==> src/rtl/sfcd_pkg.sv <==
// Package for the sensor frame CRC decoder: frame constants, group phase
// type, step and result structs, and the CRC-8 byte update function.
// No dependencies.
package sfcd_pkg;

    localparam logic [7:0]  CRC_POLY   = 8'h31;
    localparam logic [7:0]  CRC_INIT   = 8'hFF;
    localparam logic [15:0] BAD_WORD   = 16'hEEEE;
    localparam int          NUM_SLOTS  = 5;
    localparam int          SLOT_W     = $clog2(NUM_SLOTS);
    localparam logic [3:0]  LAST_GROUP = 4'd9;
    localparam logic [3:0]  FIRST_SKIP = 4'd4;
    localparam logic [SLOT_W-1:0] SIZE_SLOT = SLOT_W'(4);

    // Position of a byte inside its three-byte group
    typedef enum logic [1:0] {
        PH_HIGH = 2'd0,
        PH_LOW  = 2'd1,
        PH_CRC  = 2'd2
    } phase_t;

    // What the current request does to the checked-word store
    typedef struct packed {
        logic              wr;
        logic [SLOT_W-1:0] slot;
        logic [15:0]       word;
        logic              bad;
        logic              last;
    } step_t;

    typedef struct packed {
        logic [15:0] pm1_mass;
        logic [15:0] pm2_5_mass;
        logic [15:0] pm4_mass;
        logic [15:0] pm10_mass;
        logic [15:0] typical_size;
        logic [4:0]  error_mask;
        logic        frame_ok;
    } result_t;

    // CRC-8 over one byte, MSB first, no reflection
    function automatic logic [7:0] crc8_byte(input logic [7:0] crc, input logic [7:0] b);
        logic [7:0] c;
        c = crc ^ b;
        for (int k = 0; k < 8; k++)
        begin
            c = c[7] ? ((c << 1) ^ CRC_POLY) : (c << 1);
        end
        return c;
    endfunction

endpackage

==> src/rtl/sfcd_in_if.sv <==
// Handshake interface for received frame bytes.
// Depends on nothing.
interface sfcd_in_if;
    logic       valid;
    logic       ready;
    logic [7:0] rx_byte;
    logic       frame_start;

    modport source (output valid, output rx_byte, output frame_start, input ready);
    modport sink   (input valid, input rx_byte, input frame_start, output ready);
endinterface

==> src/rtl/sfcd_out_if.sv <==
// Handshake interface for decoded frame results.
// Depends on nothing.
interface sfcd_out_if;
    logic        valid;
    logic        ready;
    logic [15:0] pm1_mass;
    logic [15:0] pm2_5_mass;
    logic [15:0] pm4_mass;
    logic [15:0] pm10_mass;
    logic [15:0] typical_size;
    logic [4:0]  error_mask;
    logic        frame_ok;

    modport source (output valid, output pm1_mass, output pm2_5_mass, output pm4_mass,
                    output pm10_mass, output typical_size, output error_mask,
                    output frame_ok, input ready);
    modport sink   (input valid, input pm1_mass, input pm2_5_mass, input pm4_mass,
                    input pm10_mass, input typical_size, input error_mask,
                    input frame_ok, output ready);
endinterface

==> src/rtl/sfcd_group_track.sv <==
// Frame position tracking and per-group CRC check for the frame decoder.
// Depends on sfcd_pkg.
module sfcd_group_track
    import sfcd_pkg::*;
(
    input  logic        clk,
    input  logic        rst_n,
    input  logic        en,
    input  logic [7:0]  rx_byte,
    input  logic        frame_start,
    output step_t       step
);

    phase_t     phase_reg, phase_next, phase_cur;
    logic [3:0] group_reg, group_next, group_cur;
    logic [7:0] high_reg, high_next;
    logic [7:0] low_reg, low_next;
    logic [7:0] crc_reg, crc_next;

    // Decode position of the current byte and its effect
    always_comb
    begin
        phase_cur  = frame_start ? PH_HIGH : phase_reg;
        group_cur  = frame_start ? 4'd0 : group_reg;
        phase_next = phase_cur;
        group_next = group_cur;
        high_next  = high_reg;
        low_next   = low_reg;
        crc_next   = crc_reg;
        step       = '0;
        step.word  = {high_reg, low_reg};
        step.bad   = (crc_reg != rx_byte);
        step.slot  = (group_cur == LAST_GROUP) ? SIZE_SLOT : SLOT_W'(group_cur);
        case (phase_cur)
            PH_HIGH:
            begin
                high_next  = rx_byte;
                crc_next   = crc8_byte(CRC_INIT, rx_byte);
                phase_next = PH_LOW;
            end
            PH_LOW:
            begin
                low_next   = rx_byte;
                crc_next   = crc8_byte(crc_reg, rx_byte);
                phase_next = PH_CRC;
            end
            PH_CRC:
            begin
                step.wr    = (group_cur < FIRST_SKIP) || (group_cur == LAST_GROUP);
                step.last  = (group_cur == LAST_GROUP);
                phase_next = PH_HIGH;
                group_next = step.last ? 4'd0 : group_cur + 4'd1;
            end
            default:
            begin
                phase_next = PH_HIGH;
                group_next = 4'd0;
            end
        endcase
    end

    // Advance position when the request is processed
    always_ff @(posedge clk or negedge rst_n)
    begin
        if (!rst_n)
        begin
            phase_reg <= PH_HIGH;
            group_reg <= 4'd0;
            high_reg  <= 8'd0;
            low_reg   <= 8'd0;
            crc_reg   <= CRC_INIT;
        end
        else if (en)
        begin
            phase_reg <= phase_next;
            group_reg <= group_next;
            high_reg  <= high_next;
            low_reg   <= low_next;
            crc_reg   <= crc_next;
        end
    end

endmodule

==> src/rtl/sensor_frame_crc_decoder.sv <==
// Top level of the sensor frame CRC decoder: input register, checked-word
// store and result register. Depends on sfcd_pkg, sfcd_in_if, sfcd_out_if
// and sfcd_group_track.
//
//   channel | dir | payload                                     | requests
//   rx_ch   | in  | rx_byte, frame_start                        | one per frame byte
//   res_ch  | out | five words, error_mask, frame_ok            | one per 30 bytes
//
// One request is taken every cycle while no frame end is stalled; each byte passes
// the input register and the CRC/update logic; a frame end loads the result register.
// Group counters track position; the CRC advances one byte a cycle unless stalled.
// Reset clears position and both valid flags, inits the CRC; stored words read 0xEEEE.
// A stalled result holds in its register; bytes keep flowing until a second
// frame end meets a still-waiting result.
module sensor_frame_crc_decoder
    import sfcd_pkg::*;
(
    input  logic       clk,
    input  logic       rst_n,
    sfcd_in_if.sink    rx_ch,
    sfcd_out_if.source res_ch
);

    logic        s1_valid_reg, s1_valid_next;
    logic [7:0]  s1_byte_reg;
    logic        s1_start_reg;
    logic        advance;
    step_t       step;

    logic [15:0] value_reg [NUM_SLOTS];
    logic [15:0] value_next [NUM_SLOTS];
    logic [NUM_SLOTS-1:0] flags_reg, flags_next;

    logic        res_valid_reg, res_valid_next;
    result_t     res_reg;
    result_t     res_next;

    sfcd_group_track u_track (
        .clk         (clk),
        .rst_n       (rst_n),
        .en          (advance),
        .rx_byte     (s1_byte_reg),
        .frame_start (s1_start_reg),
        .step        (step)
    );

    // Process the held byte unless its result would meet a full result register
    assign advance     = s1_valid_reg && (!step.last || !res_valid_reg || res_ch.ready);
    assign rx_ch.ready = !s1_valid_reg || advance;

    always_comb
    begin
        s1_valid_next = s1_valid_reg;
        if (rx_ch.valid && rx_ch.ready)
            s1_valid_next = 1'b1;
        else if (advance)
            s1_valid_next = 1'b0;
    end

    // Hold the accepted request in the input register
    always_ff @(posedge clk or negedge rst_n)
    begin
        if (!rst_n)
            s1_valid_reg <= 1'b0;
        else
            s1_valid_reg <= s1_valid_next;
    end

    always_ff @(posedge clk)
    begin
        if (rx_ch.valid && rx_ch.ready)
        begin
            s1_byte_reg  <= rx_ch.rx_byte;
            s1_start_reg <= rx_ch.frame_start;
        end
    end

    // Update the checked-word store
    always_comb
    begin
        flags_next = flags_reg;
        for (int i = 0; i < NUM_SLOTS; i++)
            value_next[i] = value_reg[i];
        if (advance && step.wr)
        begin
            value_next[step.slot] = step.bad ? BAD_WORD : step.word;
            flags_next[step.slot] = step.bad;
        end
    end

    always_ff @(posedge clk or negedge rst_n)
    begin
        if (!rst_n)
        begin
            flags_reg <= '0;
            for (int i = 0; i < NUM_SLOTS; i++)
                value_reg[i] <= BAD_WORD;
        end
        else
        begin
            flags_reg <= flags_next;
            for (int i = 0; i < NUM_SLOTS; i++)
                value_reg[i] <= value_next[i];
        end
    end

    // Build the result from the updated store
    always_comb
    begin
        res_next.pm1_mass     = value_next[0];
        res_next.pm2_5_mass   = value_next[1];
        res_next.pm4_mass     = value_next[2];
        res_next.pm10_mass    = value_next[3];
        res_next.typical_size = value_next[SIZE_SLOT];
        res_next.error_mask   = flags_next;
        res_next.frame_ok     = (flags_next == '0);

        res_valid_next = res_valid_reg;
        if (advance && step.last)
            res_valid_next = 1'b1;
        else if (res_ch.ready)
            res_valid_next = 1'b0;
    end

    always_ff @(posedge clk or negedge rst_n)
    begin
        if (!rst_n)
            res_valid_reg <= 1'b0;
        else
            res_valid_reg <= res_valid_next;
    end

    always_ff @(posedge clk)
    begin
        if (advance && step.last)
            res_reg <= res_next;
    end

    assign res_ch.valid        = res_valid_reg;
    assign res_ch.pm1_mass     = res_reg.pm1_mass;
    assign res_ch.pm2_5_mass   = res_reg.pm2_5_mass;
    assign res_ch.pm4_mass     = res_reg.pm4_mass;
    assign res_ch.pm10_mass    = res_reg.pm10_mass;
    assign res_ch.typical_size = res_reg.typical_size;
    assign res_ch.error_mask   = res_reg.error_mask;
    assign res_ch.frame_ok     = res_reg.frame_ok;

    // Frame-ok agrees with the error mask
    a_ok_mask: assert property (@(posedge clk) disable iff (!rst_n)
        res_valid_reg |-> (res_reg.frame_ok == (res_reg.error_mask == 5'd0)))
        else $error("frame_ok disagrees with error_mask");

    // A failed typical-size word reads as the bad-word marker
    a_bad_word: assert property (@(posedge clk) disable iff (!rst_n)
        (res_valid_reg && res_reg.error_mask[4]) |-> (res_reg.typical_size == BAD_WORD))
        else $error("failed word not replaced");

    // Processing a frame end always loads the result register
    a_last_loads: assert property (@(posedge clk) disable iff (!rst_n)
        (advance && step.last) |=> res_valid_reg)
        else $error("frame end lost");

    // A held byte that cannot advance stays in the input register
    a_s1_hold: assert property (@(posedge clk) disable iff (!rst_n)
        (s1_valid_reg && !advance) |=> (s1_valid_reg && $stable(s1_byte_reg)))
        else $error("stalled byte dropped");

endmodule
==> src/flat_wrapper.sv <==
// flat-port wrapper written by rule: the top's interface ports become plain ports
module sensor_frame_crc_decoder_flat import sfcd_pkg::*;
  (clk, rst_n, rx_ch_valid, rx_ch_rx_byte, rx_ch_frame_start, rx_ch_ready, res_ch_valid, res_ch_pm1_mass, res_ch_pm2_5_mass, res_ch_pm4_mass, res_ch_pm10_mass, res_ch_typical_size, res_ch_error_mask, res_ch_frame_ok, res_ch_ready);
  sfcd_in_if rx_ch_i ();
  sfcd_out_if res_ch_i ();
  input  logic clk;
  input  logic rst_n;
  input wire logic [$bits(rx_ch_i.valid)-1:0] rx_ch_valid;
  input wire logic [$bits(rx_ch_i.rx_byte)-1:0] rx_ch_rx_byte;
  input wire logic [$bits(rx_ch_i.frame_start)-1:0] rx_ch_frame_start;
  output wire logic [$bits(rx_ch_i.ready)-1:0] rx_ch_ready;
  output wire logic [$bits(res_ch_i.valid)-1:0] res_ch_valid;
  output wire logic [$bits(res_ch_i.pm1_mass)-1:0] res_ch_pm1_mass;
  output wire logic [$bits(res_ch_i.pm2_5_mass)-1:0] res_ch_pm2_5_mass;
  output wire logic [$bits(res_ch_i.pm4_mass)-1:0] res_ch_pm4_mass;
  output wire logic [$bits(res_ch_i.pm10_mass)-1:0] res_ch_pm10_mass;
  output wire logic [$bits(res_ch_i.typical_size)-1:0] res_ch_typical_size;
  output wire logic [$bits(res_ch_i.error_mask)-1:0] res_ch_error_mask;
  output wire logic [$bits(res_ch_i.frame_ok)-1:0] res_ch_frame_ok;
  input wire logic [$bits(res_ch_i.ready)-1:0] res_ch_ready;
  assign rx_ch_i.valid = rx_ch_valid;
  assign rx_ch_i.rx_byte = rx_ch_rx_byte;
  assign rx_ch_i.frame_start = rx_ch_frame_start;
  assign rx_ch_ready = rx_ch_i.ready;
  assign res_ch_valid = res_ch_i.valid;
  assign res_ch_pm1_mass = res_ch_i.pm1_mass;
  assign res_ch_pm2_5_mass = res_ch_i.pm2_5_mass;
  assign res_ch_pm4_mass = res_ch_i.pm4_mass;
  assign res_ch_pm10_mass = res_ch_i.pm10_mass;
  assign res_ch_typical_size = res_ch_i.typical_size;
  assign res_ch_error_mask = res_ch_i.error_mask;
  assign res_ch_frame_ok = res_ch_i.frame_ok;
  assign res_ch_i.ready = res_ch_ready;
  sensor_frame_crc_decoder u_core (.clk(clk), .rst_n(rst_n), .rx_ch(rx_ch_i), .res_ch(res_ch_i));
endmodule
==> config.mk <==
export PLATFORM = sky130hd
export DESIGN_NAME = sensor_frame_crc_decoder_flat
export DESIGN_NICKNAME = d
export VERILOG_FILES = /design/src/rtl/sfcd_pkg.sv /design/src/rtl/sfcd_in_if.sv /design/src/rtl/sfcd_out_if.sv /design/src/rtl/sfcd_group_track.sv /design/src/rtl/sensor_frame_crc_decoder.sv /design/src/flat_wrapper.sv
export SDC_FILE = /design/constraint.sdc
export NUM_CORES = 1
export LEC_CHECK = 0
export BUFFER_PORTS_ARGS = -buffer_cell sky130_fd_sc_hd__buf_2
export CAP_MARGIN = 20
export CORE_ASPECT_RATIO = 1.4
export CORE_MARGIN = 1.5
export CORE_UTILIZATION = 38
export DETAILED_ROUTE_END_ITERATION = 16
export PLACE_DENSITY_LB_ADDON = 0.3
export SYNTH_ARGS = -nofsm -noshare
export SYNTH_HDL_FRONTEND = slang
export SYNTH_SLANG_ARGS = --single-unit
==> constraint.sdc <==
create_clock -name clk -period 7.1 [get_ports clk]
set_input_delay 0 -clock clk [delete_from_list [all_inputs] [get_ports clk]]
set_output_delay 0 -clock clk [all_outputs]
set_load 0.05 [all_outputs]
==> results.toml, run 1 <==
[setup_path]
crit_type = "flip-flop to flip-flop"
cp-start-kind = "flip-flop"
crit_path_end_kind = "flip-flop"
crit_slowest_cell = "buf_4"
crit_chain = "nand2b_1 > ha_1 > o2111ai_2 > clkinv_2 > buf_4"
worst_ep_arrival_time_ps = 2930
slowest_delay_ps = 720
crit_required_ps = 7230
cp_max_fo = 64
cp_num_buf_inv = 2
critPathTopFamily = "buffers and inverters"
rrSetupSlack_ps = 4300

[sta]
fmax_ghz = 0.357
rsz0062_at_grt = "no"
timing.hold.ws_ps = 84.2
finalHoldViolCount = 0
fin_skew_ps = 26.9
slew_headroom_pct = 44.0
tightest_slew_ps = 840
period_share_pct = 39.4
min_period_ps = 2800
slew_violations = 0
finalSetupViolCount = 0
tns_ps = 0

[synth]
yosys.area_share.simple_pct = 9.15
yosysUniqueCellTypes = 57
synth_top_family_by_area = "simple AND/OR/NAND/NOR gates"
synth_edf_count = 95
synthAdderAreaFrac_pct = 0.307
synth_mux_area_share_pct = 3.05
synth_area_sq_um = 8160
synth.avg_cell_area_sq_um = 13.8
postSynth.asyncResetShare_pct = 55.2
syn_nets = 608
synthCells = 593
synth_compound_area_share_pct = 8.28
synth-seq-cells = 212
synthXorXnorAreaFrac_pct = 4.45
synth_warnings = 0
synthFlopType = "edfxtp_1"
ys_seq_area_share_pct = 71.9

[power]
clockPowerShare_pct = 32.3
combPwrFrac_pct = 15.3
p_int_mw = 2.36
netSwitchingFraction_pct = 25.4
p_per_area_nw_per_um2 = 328
vdd_ir_drop_max_mv = 0.154
p_leak_nw = 3.76
power_frac_seq_pct = 52.4
p_switching_mw = 0.805

[layout]
largest_register_ff_count = 80
regArea_sq_um = 5870
syn_to_final_growth_pct = 18.4
fin_util_pct = 45.7
n_antenna_cell = 0
drive_gt1_share_pct = 34.1
multi_input_area_sq_um = 2060
layout_common_cells = "buf_2, edfxtp_1, nand2_1"
nets = 719
fillers = 1924
layout_commonest_cell = "buf_2"

[placed_design]
hpwl_microns = 11600
io_buffers = 100
gp_congestion = 0.789

[cts]
clk_latency_ps = 500
cts_setup_buffers = 0
cts_tree = "built"
numCtsBuffers = 20
clk_path_buf_depth = 3
clockRootBuffer = "clkbuf_16"
htreeDepth = 1
cts_sinks = 212
path_clk_slew_ps = 60

[global_route]
grt_pass1_vias = 4929
gr-usage-met3_pct = 2.24
grt_pass1_wl_microns = 26400
grt-busiest-layer = "met2"
met2_usage_pct = 27.0
grt_overflow = 0
track_usage_pct = 15.0
grt_use_met1_pct = 18.1
grt_max_degree = 67
antenna_found_initial = 0

[floorplan]
core_area_sq_um = 21100
start_util_pct = 38.6
ios = 101
rows = 63
chipHeight_microns = 176
dieArea_sq_um = 22400
die_w_microns = 127

[hold_path]
hold_path_class = "input port to asynchronous set/reset pin"

[detailed_routing]
drt-wirelength-per-cell_microns = 17.1
wl_microns = 16800
vias_per_cell = 4.91
drt-pass1-iter-count = 5
drtIter0Drc = 369
drtAntennaViolNets = 0
vias = 4798
drc = 0

[run]
drv_cap = 0

[status]
outcome = "completed"
==> path summary, 6_finish.rpt <==
kind	startpoint	endpoint	cells after the start
worst min-delay path	rst_n	u_core.s1_valid_reg	2
min in group clk	rx_ch_rx_byte[6]	u_core.s1_byte_reg[6]	2
max in group asynchronous	rst_n	u_core.flags_reg[2]	3
worst min register to register	u_core.value_reg[3]	u_core.value_reg[3]	2
worst max register to register	u_core.s1_start_reg	u_core.res_ch.pm1_mass[6]	5
worst max-delay path	u_core.s1_start_reg	u_core.res_ch.pm1_mass[6]	5
==> power groups by stage <==
| stage | combinational, mW | sequential, mW | clock, mW |
|---|---|---|---|
| final | 0.485 | 1.66 | 1.02 |
| after global routing | 0.544 | 1.68 | 1.10 |
| after CTS | 0.486 | 1.66 | 1.05 |
| after detailed placement | 0.478 | 1.68 | 0 |
| after global placement | 0.459 | 1.67 | 0 |
| after floorplan | 0.416 | 1.63 | 0 |
==> synth_stat cells (2+ instances only) <==
| library cell | count | share of area [%] |
|---|---|---|
| nand4_1 | 2 | 0.15 |
| a21o_1 | 2 | 0.18 |
| nor4_4 | 2 | 0.52 |
| ha_1 | 2 | 0.31 |
| a21oi_1 | 19 | 1.2 |
| buf_6 | 6 | 0.83 |
| or2_1 | 2 | 0.15 |
| mux2_2 | 17 | 2.3 |
| o22ai_1 | 2 | 0.15 |
| clkbuf_1 | 11 | 0.51 |
| edfxtp_1 | 95 | 35 |
| inv_1 | 14 | 0.64 |
| nor2_1 | 23 | 1.1 |
| buf_4 | 4 | 0.37 |
| nor2_2 | 9 | 0.69 |
| xor2_1 | 11 | 1.2 |
| o21ai_0 | 65 | 4.0 |
| xnor2_1 | 26 | 2.8 |
| nor2b_1 | 2 | 0.15 |
| mux2_1 | 2 | 0.28 |
| o31ai_1 | 2 | 0.18 |
| nand3_1 | 9 | 0.55 |
| o21ai_1 | 16 | 0.98 |
| a22oi_1 | 2 | 0.18 |
| dfrtp_1 | 49 | 15 |
| nand2_1 | 87 | 4.0 |
| buf_2 | 9 | 0.55 |
| dfstp_2 | 68 | 22 |
| mux2i_1 | 2 | 0.25 |
| nand2b_1 | 6 | 0.46 |
==> metrics by stage <==
stage | setup WS [ps] | power (mW) | instances | instance area [sq um]
finish | 4300 | 3.17 | 978 | 9660
global route | 4100 | 3.32 | 978 | 9660
CTS | 4170 | 3.20 | 975 | 9590
detailed placement | 4180 | 2.16 | 927 | 8840
global placement | 4300 | 2.13 | 927 | 8840
floorplan | 3880 | 2.04 | 593 | 8160
==> worst register-to-register path, cell delays in order, from the launching register on <==
cell and delay [ps]:
edfxtp_1 600, nand2b_1 260, ha_1 270, o2111ai_2 170, clkinv_2 360, buf_4 720
==> layout make-up <==
cell class / instances / share of cell area (%)
Clock buffer: 25 / 5.70
Clock inverter: 11 / 0.893
Inverter: 14 / 0.557
Multi-Input combinational cell: 337 / 21.3
Sequential cell: 212 / 60.7
Tap cell: 260 / 3.37
Timing Repair Buffer: 119 / 7.48
==> routing by layer <==
layer  wire [microns]  vias to the layer above
li1                 -                     2282
met5                0                        -
met2             8800                      115
met4              485                        0
met1             6810                     2373
met3              661                       28
==> cell families after synthesis <==
logic type,count (synthesis)
xor gates and xnor gates,39
and+or+nand+nor,155
buffers and inverters,44
AOI/OAI and AO/OA,119
adders and majority gates,2
muxes,22
DFF,212
==> timing repair <==
action,CTS,global route
resized for setup,0,0
hold buffers,12,0
endpoints found under the hold margin,62,0
Power figures use the tool's default switching activity.
==> inputs of run 2 (changes only) <==
Clock period 7.1 ns to 2.9 ns, I/O delays scaled along.
==> run 2 against run 1 <==
  * Final cell count rose by 0.72%
  * Critical endpoint is now u_core.res_ch.pm1_mass[10]
  * Sequential share of layout area fell by 0.46 points
  * Non-clock buffer count rose by 6
==> results.toml, run 2 (same netlist as run 1, synthesis figures left out) <==
[placed_design]
hpwl_microns = 11700
placed_area_sq_um = 8930
io_buffers = 100
post-place-ws_ps = 407
gp_congestion = 0.864

[cts]
cts_tree = "built"
cts_sinks = 212
numCtsBuffers = 21
cts_setup_buffers = 0
clk_latency_ps = 490
post_cts_resized = 0
clockRootBuffer = "clkbuf_16"
path_clk_slew_ps = 60
htreeDepth = 1
clk_path_buf_depth = 3

[layout]
nets = 726
final_cell_area_sq_um = 9740
layout_commonest_cell = "buf_2"
fillers = 1906
syn_to_final_growth_pct = 19.3
regArea_sq_um = 5870
layout_common_cells = "buf_2, edfxtp_1, nand2_1"
n_antenna_cell = 0
largest_register_ff_count = 80
multi_input_area_sq_um = 2060
drive_gt1_share_pct = 34.5

[run]
drv_cap = 0

[setup_path]
critPathLaunch = "u_core.s1_start_reg"
crit_type = "flip-flop to flip-flop"
worst_ep_arrival_time_ps = 2780
crit_path_end_kind = "flip-flop"
cp_max_fo = 32
crit_required_ps = 3190
reg2reg_from = "u_core.s1_start_reg"
cp-start-kind = "flip-flop"

[sta]
fin_skew_ps = 14.3
slew_violations = 0
period_share_pct = 85.8
finalHoldViolCount = 0
slew_headroom_pct = 49.8
rsz0062_at_grt = "no"
tightest_slew_ps = 752
fin_ws_ps = 411
fmax_ghz = 0.402
tns_ps = 0
finalSetupViolCount = 0
min_period_ps = 2490

[global_route]
grt_pass1_vias = 4809
grt_max_degree = 87
track_usage_pct = 15.3
grt_pass1_wl_microns = 26800
antenna_found_initial = 0
grt_overflow = 0

[detailed_routing]
drtAntennaViolNets = 0
drt-pass1-iter-count = 4
wl_microns = 16800
vias_per_cell = 4.90
drtIter0Drc = 260
drc = 0
drt-wirelength-per-cell_microns = 17.1
vias = 4824

[floorplan]
chipHeight_microns = 176
rows = 63
ios = 101
dieArea_sq_um = 22400
start_util_pct = 38.6
core_area_sq_um = 21100
die_w_microns = 127

[power]
vdd_ir_drop_max_mv = 0.366
p_per_area_nw_per_um2 = 814
p_leak_nw = 3.78

[status]
outcome = "completed"

[hold_path]
hold_path_class = "input port to asynchronous set/reset pin"
[run 2: cell count changes in the layout (fill, tap and decap cells not counted), moves of 2 or more]
cell / change
buf_12: +2
buf_16: -2
buf_4: +7
clkbuf_1: +5
clkinv_1: -3
clkinv_2: -6
clkinv_4: +2
clkinvlp_4: +2
[run 2: repair_timing]
item,in CTS,in global routing
endpoints found under the hold margin,33,0
hold buffers,12,0
setup endpoints to repair,0,0
[run 2: stage by stage]
step / utilization [%] / hold slack, ps / power, mW / instances
2_1_floorplan: - / -296 / 5.00 / 593
3_3_place_gp: 42.3 / 96.5 / 5.25 / 936
3_5_place_dp: 42.3 / 101 / 5.30 / 936
4_1_cts: 46.1 / 132 / 8.01 / 985
5_1_grt: 46.1 / 156 / 8.31 / 985
6_report: 46.1 / 112 / 7.93 / 985
[run 2: final cells by class]
cell class	count	area share (%)
clock buffer	30	5.96
timing repair buffer	125	7.66
sequential	212	60.2
tap	260	3.34
multi-input combinational	337	21.1
inverter	14	0.578
clock inverter	7	1.08
[run 2: per-layer routing]
metal  wire (microns)  global-route usage, %  vias to the layer above
li1                 -                      -                     2300
met1             6810                   19.2                     2386
met2             8890                   27.1                      105
met3              664                   2.24                       33
met4              447                   4.73                        0
met5                0                      0                        -
[run 2: final timing paths]
| check | to | depth (start not counted) | slack [ps] |
|---|---|---|---|
| worst max-delay path | u_core.res_ch.pm1_mass[10] | 8 | 410 |
| worst min-delay path | u_core.s1_valid_reg | 2 | 110 |
| worst max register to register | u_core.res_ch.pm1_mass[10] | 8 | 410 |
| worst min register to register | u_core.value_reg[3] | 2 | 470 |
| max in group asynchronous | u_core.value_reg[29] | 3 | 1960 |
| min in group clk | u_core.s1_byte_reg[7] | 2 | 230 |
[run 2: where the power goes]
part | total [mW] | internal, mW | switching [mW]
clock network | 2.68 | 1.59 | 1.10
logic | 1.18 | 0.566 | 0.618
registers | 4.06 | 3.79 | 0.271
total | 7.93 | 5.94 | 1.99
[run 2: worst max-delay path, cell delays in order, from the launching register on]
cell and delay (ps):
edfxtp_1 570, nand2b_1 280, ha_1 260, a21oi_1 200
a21oi_1 130, nor4_4 200, buf_4 350, nor2_1 70
a21oi_1 220
==> inputs of run 3 (changes only) <==
Settings changed: HOLD_SLACK_MARGIN set to 0.06, RECOVER_POWER set to 100.
==> run 3 against run 2 <==
  * Global-route usage unchanged
  * Critical path depth fell by 1
  * Sequential cell count unchanged
  * Non-clock buffer count did not move
==> results.toml, run 3 (same netlist as run 1, synthesis figures left out) <==
[power]
vdd_ir_drop_max_mv = 0.365
p_per_area_nw_per_um2 = 828
p_leak_nw = 3.51
p_switching_mw = 1.97
p_int_mw = 5.93
combPwrFrac_pct = 14.8
design_power_total_mw = 7.90
clockPowerShare_pct = 34.0
power_frac_seq_pct = 51.3
netSwitchingFraction_pct = 25.0

[sta]
tns_ps = 0
tightest_slew_ps = 1430
slew_headroom_pct = 4.72
fin_skew_ps = 12.5
slew_violations = 0
finalSetupViolCount = 0
timing.hold.ws_ps = 235
finalHoldViolCount = 0
min_period_ps = 2570
period_share_pct = 88.6
rsz0062_at_grt = "no"
fmax_ghz = 0.389

[cts]
cts_sinks = 212
clk_latency_ps = 490
post_cts_resized = 0
clk_path_buf_depth = 3
cts_tree = "built"
cts_setup_buffers = 0
path_clk_slew_ps = 60
htreeDepth = 1
numCtsBuffers = 21
clockRootBuffer = "clkbuf_16"

[setup_path]
crit_type = "flip-flop to flip-flop"
cp_max_fo = 14
crit_required_ps = 3260
worst_ep_arrival_time_ps = 2930
crit_path_end_kind = "flip-flop"
cp-start-kind = "flip-flop"

[global_route]
grt_max_degree = 87
track_usage_pct = 15.3
grt_overflow = 0
grt_pass1_wl_microns = 26800
antenna_found_initial = 0
grt_pass1_vias = 4809

[floorplan]
chipHeight_microns = 176
die_w_microns = 127
dieArea_sq_um = 22400
rows = 63
start_util_pct = 38.6
core_area_sq_um = 21100
ios = 101

[placed_design]
gp_congestion = 0.864
placed_area_sq_um = 8930
hpwl_microns = 11700
io_buffers = 100

[layout]
syn_to_final_growth_pct = 16.9
layout_commonest_cell = "clkbuf_1"
largest_register_ff_count = 80
drive_gt1_share_pct = 19.7
n_antenna_cell = 0
final_cell_area_sq_um = 9540
nets = 726
layout_common_cells = "clkbuf_1, edfxtp_1, nand2_1"

[detailed_routing]
wl_microns = 16900
drc = 0
drt-wirelength-per-cell_microns = 17.1
drtAntennaViolNets = 0
vias_per_cell = 4.90
vias = 4822
drt-pass1-iter-count = 4
drtIter0Drc = 261

[status]
outcome = "completed"

[run]
drv_cap = 0

[hold_path]
hold_path_class = "input port to flip-flop"
-- run 3: critical path, stage by stage (launching register included) --
cell and delay (ps):
edfxtp_1 570, nand2b_1 280, ha_1 260, and3b_1 220
nand2b_1 170, o31ai_4 120, nor2_2 440, mux2_2 400
-- run 3: layout make-up --
cell class | instances | area, sq um
clock buffers | 30 | 581
multi-input cells | 337 | 2010
flip-flops and latches | 212 | 5870
inverters | 14 | 56.3
repair buffers | 125 | 592
well taps | 260 | 325
fillers | 1969 | 11600
clock inverters | 7 | 105
-- run 3: final timing paths --
path	from	endpoint	slack, ps	cells past startpoint
worst min register to register	u_core.value_reg[60]	u_core.value_reg[60]	490	2
min in group asynchronous	rst_n	u_core.s1_valid_reg	370	2
worst min-delay path	rx_ch_rx_byte[7]	u_core.s1_byte_reg[7]	230	2
max in group asynchronous	rst_n	u_core.u_track.low_reg[0]	860	3
worst max register to register	u_core.s1_start_reg	u_core.u_track.low_reg[6]	330	7
worst max-delay path	u_core.s1_start_reg	u_core.u_track.low_reg[6]	330	7
-- run 3: power groups by stage --
stage | clock network (mW) | logic, mW | registers (mW)
2_1_floorplan | 0 | 1.02 | 3.99
3_3_place_gp | 0 | 1.14 | 4.10
3_5_place_dp | 0 | 1.18 | 4.12
4_1_cts | 2.75 | 1.20 | 4.06
5_1_grt | 2.86 | 1.32 | 4.10
6_report | 2.68 | 1.17 | 4.05
-- run 3: timing repair --
action / in CTS / in global routing
hold endpoints to repair: 69 / 0
setup endpoints to repair: 0 / 0
hold buffers: 12 / 0
-- run 3: per-layer routing --
layer	vias to the layer above	GRT usage, %	share of wire (%)
met4	0	4.73	1.8
met2	106	27.1	54
li1	2302	-	-
met3	26	2.24	4.3
met1	2388	19.2	40
met5	-	0	0
-- run 3: through the flow --
step	cells	worst slack (ps)	util (%)
floorplan	593	122	-
global placement	936	544	42.3
detailed placement	936	407	42.3
CTS	985	387	46.1
global route	985	109	45.1
finish	985	330	45.1
